### src/hw/rtl/pacc_pkg.sv
// ----------------------------------------------------------------------------
// pacc_pkg: shared types and constants of the priority accumulator
// Entry count, pick count, priority constants and the beat and
// controller/datapath structs.
// ----------------------------------------------------------------------------
package pacc_pkg;

    localparam int NUM_ENTRIES = 64;
    localparam int PICKS       = 31;
    localparam int NPICKS      = (PICKS < NUM_ENTRIES) ? PICKS : NUM_ENTRIES;
    localparam int IDX_W       = (NUM_ENTRIES > 1) ? $clog2(NUM_ENTRIES) : 1;
    localparam int PK_W        = (NPICKS > 1) ? $clog2(NPICKS) : 1;
    localparam int ACC_W       = 48;
    localparam int PRIO_W      = 20;
    localparam int TW_W        = 16;
    localparam int PROD_W      = PRIO_W + TW_W;

    localparam logic [PRIO_W-1:0] PRIO_BASE     = 20'd1;
    localparam logic [PRIO_W-1:0] PRIO_PLAYER   = 20'd1000000;
    localparam logic [PRIO_W-1:0] PRIO_INTERACT = 20'd100;
    localparam logic [TW_W-1:0]   TW_RESET      = 16'd1092;
    localparam logic [ACC_W-1:0]  ACC_MAX       = {ACC_W{1'b1}};

    localparam logic FUNC_SET  = 1'b0;
    localparam logic FUNC_TICK = 1'b1;

    typedef struct packed {
        logic       func;
        logic [5:0] entry;
        logic       interacting;
    } item_t;

    typedef struct packed {
        logic [5:0] picked;
        logic       last;
    } result_t;

    typedef struct packed {
        logic             set_en;
        logic             clr_list;
        logic             rd_en;
        logic [IDX_W-1:0] rd_addr;
        logic             emit;
        logic             emit_last;
    } ctl_cmd_t;

    typedef struct packed {
        logic pipe_busy;
    } ctl_sts_t;

endpackage

### src/hw/rtl/pacc_ctrl.sv
// ----------------------------------------------------------------------------
// pacc_ctrl: sequencer of the priority accumulator
// Walks the entries on a tick, waits for the pipeline to drain, then
// issues one pick per cycle.
// ----------------------------------------------------------------------------
module pacc_ctrl
    import pacc_pkg::*;
(
    input  logic     clk,
    input  logic     rst_n,
    input  logic     start,
    input  item_t    item,
    input  ctl_sts_t sts,
    output ctl_cmd_t cmd,
    output logic     busy
);

    localparam logic [1:0] ST_IDLE  = 2'd0;
    localparam logic [1:0] ST_WALK  = 2'd1;
    localparam logic [1:0] ST_DRAIN = 2'd2;
    localparam logic [1:0] ST_EMIT  = 2'd3;

    logic [1:0]       state_reg, state_next;
    logic [IDX_W-1:0] addr_reg, addr_next;
    logic [PK_W-1:0]  pk_reg, pk_next;
    logic             accept;

    assign busy   = (state_reg != ST_IDLE);
    assign accept = start && !busy;

    // Next state and command decode
    always_comb
    begin
        state_next    = state_reg;
        addr_next     = addr_reg;
        pk_next       = pk_reg;
        cmd           = '0;
        cmd.rd_addr   = addr_reg;
        cmd.emit_last = (pk_reg == PK_W'(NPICKS - 1));
        case (state_reg)
            ST_IDLE:
            begin
                if (accept)
                begin
                    if (item.func == FUNC_TICK)
                    begin
                        cmd.clr_list = 1'b1;
                        addr_next    = '0;
                        state_next   = ST_WALK;
                    end
                    else
                    begin
                        cmd.set_en = 1'b1;
                    end
                end
            end
            ST_WALK:
            begin
                cmd.rd_en = 1'b1;
                addr_next = addr_reg + 1'b1;
                if (addr_reg == IDX_W'(NUM_ENTRIES - 1))
                begin
                    state_next = ST_DRAIN;
                end
            end
            ST_DRAIN:
            begin
                pk_next = '0;
                if (!sts.pipe_busy)
                begin
                    state_next = ST_EMIT;
                end
            end
            ST_EMIT:
            begin
                cmd.emit = 1'b1;
                pk_next  = pk_reg + 1'b1;
                if (cmd.emit_last)
                begin
                    state_next = ST_IDLE;
                end
            end
            default:
            begin
                state_next = ST_IDLE;
            end
        endcase
    end

    // Hold state and counters
    always_ff @(posedge clk or negedge rst_n)
    begin
        if (!rst_n)
        begin
            state_reg <= ST_IDLE;
            addr_reg  <= '0;
            pk_reg    <= '0;
        end
        else
        begin
            state_reg <= state_next;
            addr_reg  <= addr_next;
            pk_reg    <= pk_next;
        end
    end

endmodule

### config.mk
export PLATFORM = sky130hd
export DESIGN_NAME = pacc_ctrl
export DESIGN_NICKNAME = d
export VERILOG_FILES = /design/src/hw/rtl/pacc_pkg.sv /design/src/hw/rtl/pacc_ctrl.sv
export SDC_FILE = /design/constraint.sdc
export NUM_CORES = 1
export LEC_CHECK = 0
export BUFFER_PORTS_ARGS = -buffer_cell sky130_fd_sc_hd__buf_2
export CAP_MARGIN = 10
export CORE_MARGIN = 8
export CORE_UTILIZATION = 40
export CTS_CLUSTER_SIZE = 25
export DETAILED_ROUTE_END_ITERATION = 8
export GPL_TIMING_DRIVEN = 0
export PLACE_DENSITY_LB_ADDON = 0.08
export SLEW_MARGIN = 10
export SYNTH_ARGS = -nofsm -noshare
export SYNTH_HDL_FRONTEND = slang
export SYNTH_SLANG_ARGS = --single-unit
### constraint.sdc
create_clock -name clk -period 1.7 [get_ports clk]
set_clock_uncertainty 0.15 [all_clocks]
set_input_delay 0.17 -clock clk [delete_from_list [all_inputs] [get_ports clk]]
set_output_delay 0.17 -clock clk [all_outputs]
set_load 0.05 [all_outputs]
==> metrics <==
fill count 170; WP data arrival roughly 1.3 ns; P per Cell Area 1720 nW/µm²; DR WL/cell 12.4 µm; max FFs per register 6; share of cells above drive strength 1 0.389; Mapped Cells 82; Synth Area in XOR/XNOR 0.0560; Synth Area in Simple Gates 0.208; Area contributors post-synth dfrtp_1, ha_1, nand2_1; final hold viol count 0; compound-cell area share of the yosys netlist 0.131; Worst Tran Pin Value around 0.3 ns; Yosys warnings 0; vias around 640; Post-synth EDFFs 0; clock latency on the worst-skew pair 0.28 ns; Synth area leader dfrtp_1; sequential element share of the synthesized area 0.416; clock sink count 13; CP endpoint kind output port; buffer and inverter count on the worst path 2; initial antenna violation count 0; Crit path required time roughly 1.4 ns; final net count between 100 and 150; Setup violations, final 0; Primary FF master, synth dfrtp_1; pre-CTS worst setup slack -0.0138 ns; largest net degree at the start of global routing 14; Fmax achieved 602 MHz; Clock transition at path regs approximately 0.09 ns; max-slew violations 0; CTS Buf Count 3; Startpoint Class flop; DRC viols 0; Clock Tree Buf Depth 2; Tcrit/Tclk final 0.978; #FFs+latches synth 13; status finished clean; H-tree depth 1; standard-cell rows 16; area of the core 1900 µm²; DP Cell Count 125; Avg Inst Size Synth between 9 and 10 µm²; antenna-violating nets left 0; Worst VDD drop approximately 1.1 mV; post-synth top area share 0.416; Root Driver clkbuf_4; register area 328 µm²; HP Class in -> async; adder-cell area share of the yosys netlist 0.128; Die Y about 60 µm; final wirelength 1670 µm; DIE WIDTH about 60 µm; cell family with most CP delay flip-flops; count of cell types in the netlist 24; Commonest cells post-synth dfrtp_1, nand2_1, ha_1, nor2_1, o21ai_0; I/O Pins 24; RSZ-0062 raised after global routing yes; area of the multi-input gates 465 µm²; vias in the first global route 664; Post-synth ARST share 1.00; remaining global-route overflow 0; Post-Syn Nets 102; MaxCap Viol Count 0; First DRT Iteration DRCs 8; slowest cell on the critical path dfrtp_1; relative slew slack 0.795; CP Max Fanout 7; CTS tree done; post-synthesis mux area share 0.0320; Area Growth Syn to Fin 31.8%; combinational family with the most area after synthesis simple AND/OR/NAND/NOR gates; total track usage 0.108; DPL Wire Length between 1000 and 1500 µm; buffers added on ports 16; count leader, synth dfrtp_1; final worst-path setup slack 0.0382 ns; worst-path cell chain inv_2 > ha_2 > buf_4; Final TNS setup 0 ns; P_leak 0.485 nW; final non-filler cell total between 100 and 150; GPL Wtd Cong 0.743; ant diodes 0; initial core utilization 0.411; drt pass-1 iters 4; first-pass GRT wire length 2920 µm; Crit path largest cell delay about 0.43 ns; vias per cell 4.76; Die Area 3630 µm²; CP Class reg -> out; Mapped Area a little under 800 µm²; fin crit period about 1.7 ns
==> final cells by class <==
cell class	instances	area share
Sequential cell	13	0.318
Inverter	6	0.0218
Timing Repair Buffer	22	0.150
Multi-Input combinational cell	63	0.451
Clock buffer	4	0.0255
Tap cell	27	0.0328
==> placed cells by master (no fill, tap or decap), types with 2 or more instances in the layout <==
master    count
ha_1          5
dfrtp_2       2
dfrtp_1      11
a21oi_1       2
inv_1         2
xnor2_1       4
buf_2        11
inv_2         4
nand2b_1      3
buf_4         6
o21ai_0       7
nand2_1      11
clkbuf_4      4
buf_6         2
ha_2          2
nor2_1        7
o21ai_1       2
nand3_1       4
==> repair_timing <==
| item | CTS | global route |
|---|---|---|
| hold buffers | 1 | 0 |
| gates cloned | 0 | 0 |
| setup endpoints to repair | 7 | 6 |
| hold endpoints to repair | 13 | 0 |
| resized for setup | 9 | 8 |
| pin swaps | 0 | 2 |
| buffers inserted | 1 | 4 |
==> metal layers <==
layer	up-vias	global-route usage	share of wire
met2	12	0.155	0.46
met5	-	0	0
li1	332	-	-
met1	297	0.140	0.50
met4	0	0.0612	0.0072
met3	2	0.0280	0.038
==> through the flow <==
step | util | hold WS, ns | total power [mW] | cell area, µm²
6_report | 0.542 | 0.156 | 1.77 | 1030
5_1_grt | 0.542 | 0.180 | 1.93 | 1030
4_1_cts | 0.514 | 0.121 | 1.68 | 977
3_5_place_dp | 0.477 | -0.0644 | 1.41 | 907
3_3_place_gp | 0.477 | -0.0667 | 1.40 | 907
2_1_floorplan | - | -0.276 | 1.22 | 793
==> worst paths after layout <==
kind	from	endpoint	cells after the start	slack, ns
max in group asynchronous	rst_n	addr_reg[1]	2	0.98
min in group clk	sts	state_reg[1]	4	0.19
min reg2reg	addr_reg[1]	addr_reg[1]	2	0.38
max reg2reg	state_reg[0]	state_reg[1]	5	0.04
max	state_reg[1]	cmd[8]	3	0.04
min	rst_n	pk_reg[2]	2	0.16
==> cell families after synthesis <==
family / count (synthesis)
AO/OA/AOI/OAI: 16
XOR/XNOR: 5
adder cells (fa/ha/maj): 8
buffers and inverters: 6
flip-flops: 13
multiplexers: 2
AND/OR/NAND/NOR: 32
==> power breakdown <==
part           total, mW  switching [mW]  internal [mW]
clock network      0.197           0.107         0.0909
registers          0.481          0.0842          0.397
logic               1.09           0.653          0.438
total               1.77           0.843          0.926
Note: power is estimated with default switching activity, not from simulation.
